**config.mk**
```make
export PLATFORM = sky130hd
export DESIGN_NAME = sequential_list_engine_flat
export DESIGN_NICKNAME = d
export VERILOG_FILES = /design/src/rtl/core/sle_pkg.sv /design/src/rtl/core/sle_if.sv /design/src/rtl/core/sle_mem.sv /design/src/rtl/core/sle_ctrl.sv /design/src/rtl/core/sequential_list_engine.sv /design/src/flat_wrapper.sv
export SDC_FILE = /design/constraint.sdc
export NUM_CORES = 2
export LEC_CHECK = 0
export CAP_MARGIN = 20
export CORE_AREA = 3 3 577 579
export CTS_CLUSTER_DIAMETER = 200
export DETAILED_ROUTE_END_ITERATION = 8
export DIE_AREA = 0 0 580 582
export DONT_BUFFER_PORTS = 1
export PLACE_DENSITY_LB_ADDON = 0.15
export RECOVER_POWER = 50
export SLEW_MARGIN = 20
export SYNTH_ARGS = -nofsm -noshare
export SYNTH_HDL_FRONTEND = slang
export SYNTH_SLANG_ARGS = --single-unit
export TNS_END_PERCENT = 20
```
**constraint.sdc**
```tcl
create_clock -name clk -period 22.5 [get_ports clk]
set_clock_uncertainty 0.05 [all_clocks]
set_input_delay 3.375 -clock clk [delete_from_list [all_inputs] [get_ports clk]]
set_output_delay 3.375 -clock clk [all_outputs]
set_load 0.01 [all_outputs]
```
**src/rtl/core/sle_pkg.sv**
```systemverilog
// sle_pkg: sizes, codes, state encoding and control structs of the list engine
// no dependencies; imported by the store, the sequencer, the top level and the bench
`timescale 1ns / 1ps

package sle_pkg;

  // store geometry
  localparam int unsigned DEPTH = 128;
  localparam int unsigned DW    = 32;
  localparam int unsigned AW    = $clog2(DEPTH);
  localparam int unsigned CW    = $clog2(DEPTH + 1);
  // compare width that holds the entry count and the 8-bit position, plus one
  localparam int unsigned CMPW  = ((CW > 8) ? CW : 8) + 1;

  typedef enum logic [1:0] {
    MODE_APPEND = 2'd0,
    MODE_INSERT = 2'd1,
    MODE_DELETE = 2'd2,
    MODE_FIND   = 2'd3
  } mode_t;

  typedef enum logic [1:0] {
    ST_OK       = 2'd0,
    ST_FULL     = 2'd1,
    ST_BADPOS   = 2'd2,
    ST_NOTFOUND = 2'd3
  } status_t;

  typedef enum logic [1:0] {
    S_IDLE,
    S_WALK,
    S_PLACE,
    S_DONE
  } state_t;

  typedef enum logic [1:0] {
    OP_INS,
    OP_DEL,
    OP_FIND
  } walk_op_t;

  // one read and one write port of the element store
  typedef struct packed {
    logic          rd_en;
    logic [AW-1:0] rd_addr;
    logic          wr_en;
    logic [AW-1:0] wr_addr;
    logic [DW-1:0] wr_data;
  } mem_req_t;

  // finished result offered by the sequencer
  typedef struct packed {
    logic       valid;
    status_t    status;
    logic [7:0] found_position;
    logic [7:0] list_length;
  } res_t;

  // low 8 bits of a count-wide value
  function automatic logic [7:0] to_byte(input logic [CW-1:0] x);
    logic [CMPW-1:0] t;
    t = CMPW'(x);
    return t[7:0];
  endfunction

endpackage

```
**src/rtl/core/sle_if.sv**
```systemverilog
// sle_in_if / sle_out_if: valid-ready channels for requests and results
// no dependencies; used by the top level, the sequencer and the bench
`timescale 1ns / 1ps

interface sle_in_if;
  logic              valid;
  logic              ready;
  logic [1:0]        mode;
  logic [7:0]        position;
  logic signed [31:0] value;

  modport source (output valid, mode, position, value, input ready);
  modport sink   (input valid, mode, position, value, output ready);
endinterface

interface sle_out_if;
  logic       valid;
  logic       ready;
  logic [1:0] status;
  logic [7:0] found_position;
  logic [7:0] list_length;

  modport source (output valid, status, found_position, list_length, input ready);
  modport sink   (input valid, status, found_position, list_length, output ready);
endinterface

```
**src/rtl/core/sle_mem.sv**
```systemverilog
// sle_mem: element store, one write and one registered read per cycle
// depends on sle_pkg for geometry and the port struct
`timescale 1ns / 1ps

module sle_mem import sle_pkg::*; (
  input  logic          clk,
  input  mem_req_t      req,
  output logic [DW-1:0] rd_data
);

  logic [DW-1:0] mem [DEPTH];
  logic [DW-1:0] rd_data_r;

  always_ff @(posedge clk) begin
    if (req.wr_en) begin
      mem[req.wr_addr] <= req.wr_data;
    end
  end

  always_ff @(posedge clk) begin
    if (req.rd_en) begin
      rd_data_r <= mem[req.rd_addr];
    end
  end

  assign rd_data = rd_data_r;

endmodule

```
**src/rtl/core/sle_ctrl.sv**
```systemverilog
// sle_ctrl: request decode, entry count and the walk sequencer over the store
// depends on sle_pkg, sle_if; drives the port of sle_mem
`timescale 1ns / 1ps

module sle_ctrl import sle_pkg::*; (
  input  logic          clk,
  input  logic          rst_n,
  sle_in_if.sink        in_req,
  input  logic          res_taken,
  output res_t          res,
  output mem_req_t      mem_req,
  input  logic [DW-1:0] rd_data
);

  state_t        state_r, state_nxt;
  walk_op_t      op_r, op_nxt;
  logic [CW-1:0] cnt_r, cnt_nxt;
  logic [DW-1:0] key_r, key_nxt;
  logic [AW-1:0] idx_r, idx_nxt;
  logic [AW-1:0] stop_r, stop_nxt;
  logic [AW-1:0] prev_r, prev_nxt;
  logic [AW-1:0] place_r, place_nxt;
  logic          more_r, more_nxt;
  logic          pend_r, pend_nxt;
  status_t       status_r, status_nxt;
  logic [7:0]    found_r, found_nxt;

  logic            accept;
  logic [CMPW-1:0] pos_e, n_e, pos_dec;
  logic [CW-1:0]   cnt_dec;
  logic [AW-1:0]   last_addr, pos_addr, pos_addr_raw;
  logic            full, pos_zero, ins_bad, del_bad, ins_walk, del_walk, match;

  assign in_req.ready = (state_r == S_IDLE);

  assign accept       = in_req.valid && in_req.ready;
  assign pos_e        = CMPW'(in_req.position);
  assign n_e          = CMPW'(cnt_r);
  assign pos_dec      = pos_e - 1'b1;
  assign cnt_dec      = cnt_r - 1'b1;
  assign last_addr    = cnt_dec[AW-1:0];
  assign pos_addr     = pos_dec[AW-1:0];
  assign pos_addr_raw = pos_e[AW-1:0];
  assign full         = (cnt_r == CW'(DEPTH));
  assign pos_zero     = (in_req.position == 8'd0);
  assign ins_bad      = pos_zero || (pos_e > n_e + 1'b1);
  assign del_bad      = pos_zero || (pos_e > n_e);
  assign ins_walk     = (pos_e <= n_e);
  assign del_walk     = (pos_e < n_e);
  assign match        = pend_r && (rd_data == key_r);

  // next state
  always_comb begin
    state_nxt = state_r;
    unique case (state_r)
      S_IDLE: begin
        if (accept) begin
          unique case (mode_t'(in_req.mode))
            MODE_APPEND: state_nxt = S_DONE;
            MODE_INSERT: begin
              if (ins_bad || full) state_nxt = S_DONE;
              else if (ins_walk)   state_nxt = S_WALK;
              else                 state_nxt = S_PLACE;
            end
            MODE_DELETE: state_nxt = (del_bad || !del_walk) ? S_DONE : S_WALK;
            MODE_FIND:   state_nxt = (cnt_r == '0) ? S_DONE : S_WALK;
            default:     state_nxt = S_DONE;
          endcase
        end
      end
      S_WALK: begin
        if (op_r == OP_FIND) begin
          if (match || !more_r) state_nxt = S_DONE;
        end else if (!more_r) begin
          state_nxt = (op_r == OP_INS) ? S_PLACE : S_DONE;
        end
      end
      S_PLACE: state_nxt = S_DONE;
      S_DONE:  if (res_taken) state_nxt = S_IDLE;
      default: state_nxt = S_IDLE;
    endcase
  end

  // datapath and store port
  always_comb begin
    op_nxt     = op_r;
    cnt_nxt    = cnt_r;
    key_nxt    = key_r;
    idx_nxt    = idx_r;
    stop_nxt   = stop_r;
    prev_nxt   = prev_r;
    place_nxt  = place_r;
    more_nxt   = more_r;
    pend_nxt   = pend_r;
    status_nxt = status_r;
    found_nxt  = found_r;

    mem_req.rd_en   = 1'b0;
    mem_req.rd_addr = idx_r;
    mem_req.wr_en   = 1'b0;
    mem_req.wr_addr = place_r;
    mem_req.wr_data = rd_data;

    unique case (state_r)
      S_IDLE: begin
        if (accept) begin
          key_nxt    = in_req.value;
          found_nxt  = 8'd0;
          status_nxt = ST_OK;
          more_nxt   = 1'b1;
          pend_nxt   = 1'b0;
          place_nxt  = pos_addr;
          unique case (mode_t'(in_req.mode))
            MODE_APPEND: begin
              if (full) begin
                status_nxt = ST_FULL;
              end else begin
                mem_req.wr_en   = 1'b1;
                mem_req.wr_addr = cnt_r[AW-1:0];
                mem_req.wr_data = in_req.value;
                cnt_nxt         = cnt_r + 1'b1;
              end
            end
            MODE_INSERT: begin
              if (ins_bad)   status_nxt = ST_BADPOS;
              else if (full) status_nxt = ST_FULL;
              op_nxt   = OP_INS;
              idx_nxt  = last_addr;
              stop_nxt = pos_addr;
            end
            MODE_DELETE: begin
              op_nxt   = OP_DEL;
              idx_nxt  = pos_addr_raw;
              stop_nxt = last_addr;
              if (del_bad)        status_nxt = ST_BADPOS;
              else if (!del_walk) cnt_nxt    = cnt_dec;
            end
            MODE_FIND: begin
              op_nxt   = OP_FIND;
              idx_nxt  = '0;
              stop_nxt = last_addr;
              if (cnt_r == '0) status_nxt = ST_NOTFOUND;
            end
            default: status_nxt = ST_OK;
          endcase
        end
      end
      S_WALK: begin
        // issue the next read while the previous read is written back
        if (more_r) begin
          mem_req.rd_en = 1'b1;
          prev_nxt      = idx_r;
          pend_nxt      = 1'b1;
          if (idx_r == stop_r)    more_nxt = 1'b0;
          else if (op_r == OP_INS) idx_nxt = idx_r - 1'b1;
          else                     idx_nxt = idx_r + 1'b1;
        end else begin
          pend_nxt = 1'b0;
        end
        if (pend_r) begin
          case (op_r)
            OP_INS: begin
              mem_req.wr_en   = 1'b1;
              mem_req.wr_addr = prev_r + 1'b1;
            end
            OP_DEL: begin
              mem_req.wr_en   = 1'b1;
              mem_req.wr_addr = prev_r - 1'b1;
            end
            OP_FIND: begin
              if (match)        found_nxt  = to_byte(CW'(prev_r) + 1'b1);
              else if (!more_r) status_nxt = ST_NOTFOUND;
            end
            default: found_nxt = found_r;
          endcase
        end
        if (op_r == OP_DEL && !more_r) cnt_nxt = cnt_dec;
      end
      S_PLACE: begin
        mem_req.wr_en   = 1'b1;
        mem_req.wr_addr = place_r;
        mem_req.wr_data = key_r;
        cnt_nxt         = cnt_r + 1'b1;
      end
      S_DONE: begin
        pend_nxt = 1'b0;
      end
      default: pend_nxt = 1'b0;
    endcase
  end

  assign res.valid          = (state_r == S_DONE);
  assign res.status         = status_r;
  assign res.found_position = found_r;
  assign res.list_length    = to_byte(cnt_r);

  always_ff @(posedge clk) begin
    if (!rst_n) begin
      state_r <= S_IDLE;
      cnt_r   <= '0;
      more_r  <= 1'b0;
      pend_r  <= 1'b0;
    end else begin
      state_r <= state_nxt;
      cnt_r   <= cnt_nxt;
      more_r  <= more_nxt;
      pend_r  <= pend_nxt;
    end
  end

  always_ff @(posedge clk) begin
    op_r     <= op_nxt;
    key_r    <= key_nxt;
    idx_r    <= idx_nxt;
    stop_r   <= stop_nxt;
    prev_r   <= prev_nxt;
    place_r  <= place_nxt;
    status_r <= status_nxt;
    found_r  <= found_nxt;
  end

endmodule

```
**src/rtl/core/sequential_list_engine.sv**
```systemverilog
// sequential_list_engine: top level, sequencer, element store and result register
// depends on sle_pkg, sle_if, sle_mem, sle_ctrl
`timescale 1ns / 1ps

// The engine keeps an ordered list of up to DEPTH (128) signed 32-bit values
// in a single-port-read, single-port-write store, with its length in a
// register that reset clears; the store itself is never cleared, and only
// entries below the length are ever read. Each request is append, insert at
// a 1-based position, delete at a position, or find the first entry equal
// to a key, and each request returns exactly one result with a status
// (ok, full, bad position, not found), the position of a find hit and the
// new length. One request is worked at a time: in_req.ready is high only
// while the sequencer is idle. The sequencer walks the store one entry per
// cycle, reading the next entry while it writes back the one read before,
// so the store's single read and single write port set the rate. Append,
// every rejected request and a delete of the last entry go straight to the
// result; insert walks from the last entry down to position p and then
// places the value (no walk when it lands past the last entry), delete
// walks from p+1 to the last entry, find from the first to a hit or the end.
// A finished result sits in an output register, so the engine takes the
// next request while the previous result still waits on out_res.ready.
module sequential_list_engine import sle_pkg::*; (
  input  logic       clk,
  input  logic       rst_n,
  sle_in_if.sink     in_req,
  sle_out_if.source  out_res
);

  // sequencer to store and to the result register
  mem_req_t      mem_req;
  logic [DW-1:0] rd_data;
  res_t          res;
  logic          res_taken;

  // result register
  logic       out_valid_r, out_valid_nxt;
  status_t    status_r, status_nxt;
  logic [7:0] found_r, found_nxt;
  logic [7:0] length_r, length_nxt;

  sle_ctrl u_ctrl (
    .clk       (clk),
    .rst_n     (rst_n),
    .in_req    (in_req),
    .res_taken (res_taken),
    .res       (res),
    .mem_req   (mem_req),
    .rd_data   (rd_data)
  );

  sle_mem u_mem (
    .clk     (clk),
    .req     (mem_req),
    .rd_data (rd_data)
  );

  // result moves into the output register once it is empty or being drained
  assign res_taken = res.valid && (!out_valid_r || out_res.ready);

  always_comb begin
    out_valid_nxt = out_valid_r;
    status_nxt    = status_r;
    found_nxt     = found_r;
    length_nxt    = length_r;
    if (out_valid_r && out_res.ready) begin
      out_valid_nxt = 1'b0;
    end
    if (res_taken) begin
      out_valid_nxt = 1'b1;
      status_nxt    = res.status;
      found_nxt     = res.found_position;
      length_nxt    = res.list_length;
    end
  end

  always_ff @(posedge clk) begin
    if (!rst_n) begin
      out_valid_r <= 1'b0;
    end else begin
      out_valid_r <= out_valid_nxt;
    end
  end

  // payload holds without reset
  always_ff @(posedge clk) begin
    status_r <= status_nxt;
    found_r  <= found_nxt;
    length_r <= length_nxt;
  end

  assign out_res.valid          = out_valid_r;
  assign out_res.status         = status_r;
  assign out_res.found_position = found_r;
  assign out_res.list_length    = length_r;

`ifndef SYNTHESIS
  // an accepted request closes the input until its result is handed over
  a_busy_after_accept: assert property (@(posedge clk) disable iff (!rst_n)
    (in_req.valid && in_req.ready) |=> !in_req.ready)
    else $error("request accepted while sequencer busy");

  // a finished result never coexists with an open input
  a_idle_no_result: assert property (@(posedge clk) disable iff (!rst_n)
    in_req.ready |-> !res.valid)
    else $error("result pending while idle");

  // only a successful find carries a position
  a_found_only_ok: assert property (@(posedge clk) disable iff (!rst_n)
    (res.valid && res.status != ST_OK) |-> (res.found_position == 8'd0))
    else $error("position reported on a failed request");

  // the store is never written and read at the same address in one cycle
  a_no_rw_collide: assert property (@(posedge clk) disable iff (!rst_n)
    (mem_req.wr_en && mem_req.rd_en) |-> (mem_req.wr_addr != mem_req.rd_addr))
    else $error("store read and write collide");
`endif

endmodule

```
**src/flat_wrapper.sv**
```systemverilog
// flat-port wrapper written by rule: the top's interface ports become plain ports
module sequential_list_engine_flat import sle_pkg::*;
  (clk, rst_n, in_req_valid, in_req_mode, in_req_position, in_req_value, in_req_ready, out_res_valid, out_res_status, out_res_found_position, out_res_list_length, out_res_ready);
  sle_in_if in_req_i ();
  sle_out_if out_res_i ();
  input  logic clk;
  input  logic rst_n;
  input wire logic [$bits(in_req_i.valid)-1:0] in_req_valid;
  input wire logic [$bits(in_req_i.mode)-1:0] in_req_mode;
  input wire logic [$bits(in_req_i.position)-1:0] in_req_position;
  input wire logic [$bits(in_req_i.value)-1:0] in_req_value;
  output wire logic [$bits(in_req_i.ready)-1:0] in_req_ready;
  output wire logic [$bits(out_res_i.valid)-1:0] out_res_valid;
  output wire logic [$bits(out_res_i.status)-1:0] out_res_status;
  output wire logic [$bits(out_res_i.found_position)-1:0] out_res_found_position;
  output wire logic [$bits(out_res_i.list_length)-1:0] out_res_list_length;
  input wire logic [$bits(out_res_i.ready)-1:0] out_res_ready;
  assign in_req_i.valid = in_req_valid;
  assign in_req_i.mode = in_req_mode;
  assign in_req_i.position = in_req_position;
  assign in_req_i.value = in_req_value;
  assign in_req_ready = in_req_i.ready;
  assign out_res_valid = out_res_i.valid;
  assign out_res_status = out_res_i.status;
  assign out_res_found_position = out_res_i.found_position;
  assign out_res_list_length = out_res_i.list_length;
  assign out_res_i.ready = out_res_ready;
  sequential_list_engine u_core (.clk(clk), .rst_n(rst_n), .in_req(in_req_i), .out_res(out_res_i));
endmodule
```
==> results.txt <==
----------------------------------------------------
[Layout]
  Area used by multi-input combinational logic ... 35,800 sq um
  Layout cells sized above 1 ... 0.267
  Nets@finish ... 7,422
  Fillers ... 23,700
  Sequential Area ... 127,000 sq um
  Most common cell after layout, fill and taps aside ... edfxtp_1
  Commonest cells after routing, fill and taps aside ... edfxtp_1, mux4_2, clkbuf_16
  Growth of design area from synthesis to finish ... 12.2%

[Yosys]
  Synth Flop Type ... edfxtp_1
  Number of nets in the synthesized netlist ... 7,140
  Ranking of synthesized cells by area ... edfxtp_1, mux4_2, mux2i_1
  Async SR Flop Fraction ... 0
  Mapped Avg Cell Area ... 23.2 sq um
  EDFF count, synth ... between 4,000 and 5,000
  Synth Register Bits ... about 4,200
  Synth top area share ... 0.773
  Distinct cells, synth ... 85
  Synthesized netlist cell count ... ~7,100
  Count of warnings emitted by yosys ... 0
  Total standard cell area after synthesis ... 164,000 sq um
  Leading area contributor after synthesis ... edfxtp_1
  Sequential-to-total area share from yosys stat ... 0.774

[Setup path]
  Cell Chain, Critical Path ... clkbuf_1 > buf_12 > clkbuf_1 > buf_12 > clkbuf_1 > mux4_2 > mux4_2 > mux2i_1 > a311oi_1
  Nature of the critical path endpoint ... register
  Count of buffer and inverter cells on the critical path ... 5
  Endpoint of the worst-slack reg-to-reg timing path ... u_core.u_mem.rd_data[0]$_DFFE_PP_
  Most common cell on crit path ... clkbuf_1
  Largest delay contributor family on the critical path ... buffers and inverters
  CP Data Arrival Time ... roughly 15,000 ps
  Slowest stage cell, crit path ... clkbuf_1
  FF-to-FF path depth ... 9
  Worst r2r src ... u_core.u_ctrl.idx_r[1]$_DFFE_PP_
  Critical path fanouts, max ... 109
  CP Launch Type ... register
  Req. time, crit path ... 23,030 ps
  Crit-path max cell delay ... 5050 ps
  Setup CP Type ... register to register
  Setup slack of the worst register-to-register path ... 8360 ps

[Power and ir drop]
  Static Leak ... 57.0 nW
  Total design power ... 23.8 mW
  Max VDD drop ... 0.000138 V
  P per Cell Area ... 129 nW/um^2

[Clocking]
  Clock transition at the registers of the reported paths ... around 60 ps
  Maximum number of buffers from clock root to sink ... 4
  Post-cts gate resize count ... 0
  CTS HTree Levels ... 5
  TritonCTS clock tree ... built
  Num CTS Buffers ... 423
  Number of setup buffers added after CTS ... 0
  Hold buffers post-CTS ... 0
  Worst skew pair latency ... 950 ps
  Root buffer cell ... clkbuf_16
  TritonCTS sink count ... 4,231

[Global route]
  GRT Overall Usage ... 0.254
  Via count of the first global-routing pass ... 75,600
  Largest net degree at the start of global routing ... 121
  Initial antenna violation count ... 34
  Global-route wire length before repair ... 601,000 um
  Grt ovf ... 0

[Place]
  Routability cong. ... 0.906
  PortBufs ... 0
  HPWL reported at the end of detailed placement ... 251,000 um

[Timing]
  Peak clock frequency supported by timing ... 70.7 MHz
  Max_slew headroom ... -3.88
  Number of hold-slack violations in the final timing report ... 0
  Final min period ... 14,140 ps
  Setup TNS ... 0 ps
  Final Cycle Share ... 0.629
  Setup repair after global routing missed its margin ... no
  Final number of max-transition violations ... 5,104
  Tightest Pin Transition ... approximately 7300 ps
  Finish-stage setup viols ... 0

[Worst hold path]
  Worst hold endpoint ... u_core.out_res.found_position[1]$_DFFE_PP_
  Worst Hold Depth ... 0
  Critical hold path startpoint ... u_core.u_ctrl.found_r[1]$_SDFFCE_PN0P_
  Hold Crit Class ... register to register

[Floorplanning]
  Core Footprint ... 328,000 sq um
  Floorplan row count ... 210
  Chip Height ... between 500 and 600 um
  Area of the die ... 338,000 sq um
  Initial Utilization ... 0.500
  Width of the die ... 580 um
  Number of primary I/O pins ... 66

[Routing]
  Via-per-instance ratio ... 6.41
  Number of DRC markers after the initial detailed-route iteration ... 10,400
  Drt pass-1 iters ... 9
  Routed wirelength normalized by instance count ... 35.8 um
  Via count ... between 70,000 and 80,000
  Drt total wl ... 432,000 um
  Remaining antenna violation count after routing ... 0
  DRC violation count after routing ... 2

[Status]
  Outcome ... finished, violations left
  Violations in the final reports ... DRC, capacitance limit, slew limit

[Job]
  Number of maximum-capacitance constraint violations ... 105

----------------------------------------------------
-- cell families after synthesis --
| logic type | count (synthesis) | share of synthesized area |
|---|---|---|
| XOR/XNOR | 68 | 0.00363 |
| AO/OA/AOI/OAI | 402 | 0.0191 |
| buffers and inverters | 455 | 0.0119 |
| flip-flops | 4231 | 0.774 |
| multiplexers | 1483 | 0.176 |
| adder cells (fa/ha/maj) | 36 | 0.00279 |
| AND/OR/NAND/NOR | 383 | 0.0121 |
-- worst register-to-register path, cell delays in order, from the launching register on --
cell and delay (ps):
edfxtp_1 320, clkbuf_1 5050, buf_12 560, clkbuf_1 2640
buf_12 620, clkbuf_1 2300, mux4_2 550, mux4_2 580
mux2i_1 920, a311oi_1 210
-- metal layers --
layer / part of all wire / GRT usage
met3: 0.10 / 0.0607
met5: 0.00059 / 0.00383
met4: 0.039 / 0.0913
met1: 0.40 / 0.372
met2: 0.45 / 0.374
-- worst max path at each step --
stage                     depth (start not counted)                                 end  slack, ps                        startpoint
final                                             9   u_core.u_mem.rd_data[0]$_DFFE_PP_       8360  u_core.u_ctrl.idx_r[1]$_DFFE_PP_
after global routing                              9  u_core.u_mem.rd_data[12]$_DFFE_PP_       7510  u_core.u_ctrl.idx_r[1]$_DFFE_PP_
after CTS                                        10  u_core.u_mem.rd_data[17]$_DFFE_PP_      15440  u_core.u_ctrl.idx_r[1]$_DFFE_PP_
after detailed placement                         10  u_core.u_mem.mem[42][24]$_DFFE_PP_      14460                    in_req_mode[0]
after global placement                            9   u_core.u_mem.mem[43][0]$_DFFE_PP_      14390                    in_req_mode[0]
after floorplan                                   6   u_core.u_mem.mem[0][31]$_DFFE_PP_      12130                    in_req_mode[0]
-- synthesized netlist by cell type, drive strengths merged (4+ instances only) --
master,instances
o22ai,32
nand2b,12
edfxtp,4218
nor4,6
ha,35
nand3,18
o31ai,4
nor3,50
a222oi,31
o221ai,4
dfxtp,13
or2,5
a311oi,34
a221oi,7
o211ai,6
a21o,5
and3,4
a22oi,165
or3,13
buf,208
a21oi,34
nor2b,6
o21a,6
xnor2,54
nand4,49
mux2i,363
nor2,145
clkbuf,182
a31oi,9
mux4,1120
nor3b,5
o21ai,22
inv,65
a211oi,12
xor2,14
nand2,55
-- registers in the layout, summed over array words and instances (netlist names), 2 cells and up --
signal                         cells
u_core.out_res.status              2
u_core.u_ctrl.op_r                 2
u_core.out_res.found_position      8
u_core.u_ctrl.idx_r                7
u_core.out_res.list_length         8
u_core.u_ctrl.stop_r               7
u_core.u_ctrl.cnt_r                8
u_core.u_ctrl.place_r              7
u_core.u_ctrl.key_r               32
u_core.u_mem.mem                4096
u_core.u_ctrl.state_r              2
u_core.u_ctrl.status_r             2
u_core.u_ctrl.found_r              8
u_core.u_mem.rd_data              32
u_core.u_ctrl.prev_r               7
-- area by class of cell --
class                   instances  area share
flip-flops and latches       4231       0.690
well taps                    4346      0.0296
multi-input cells            2372       0.195
inverters                      65     0.00154
clock inverters               264      0.0128
clock buffers                 512      0.0600
repair buffers                247      0.0107
diodes                         37    0.000504
-- power by group --
| group | internal (mW) | leakage, nW | total (mW) | switching [mW] |
|---|---|---|---|---|
| registers | 10.2 | 38.0 | 10.3 | 0.0990 |
| logic | 2.10 | 12.4 | 6.68 | 4.58 |
| clock network | 3.89 | 6.53 | 6.83 | 2.94 |
| total | 16.2 | 57.0 | 23.8 | 7.62 |
-- stage by stage --
stage / instance area (sq um) / hold slack (ps) / util / setup slack, ps / instances
after floorplan: 164000 / 350 / - / 12130 / 7058
after global placement: 171000 / 357 / 0.521 / 14390 / 11200
after detailed placement: 171000 / 362 / 0.521 / 14460 / 11200
after CTS: 184000 / 376 / 0.562 / 15440 / 12000
after global routing: 184000 / 392 / 0.561 / 7510 / 12100
final: 184000 / 376 / 0.561 / 8360 / 12100
Power figures use the tool's default switching activity.
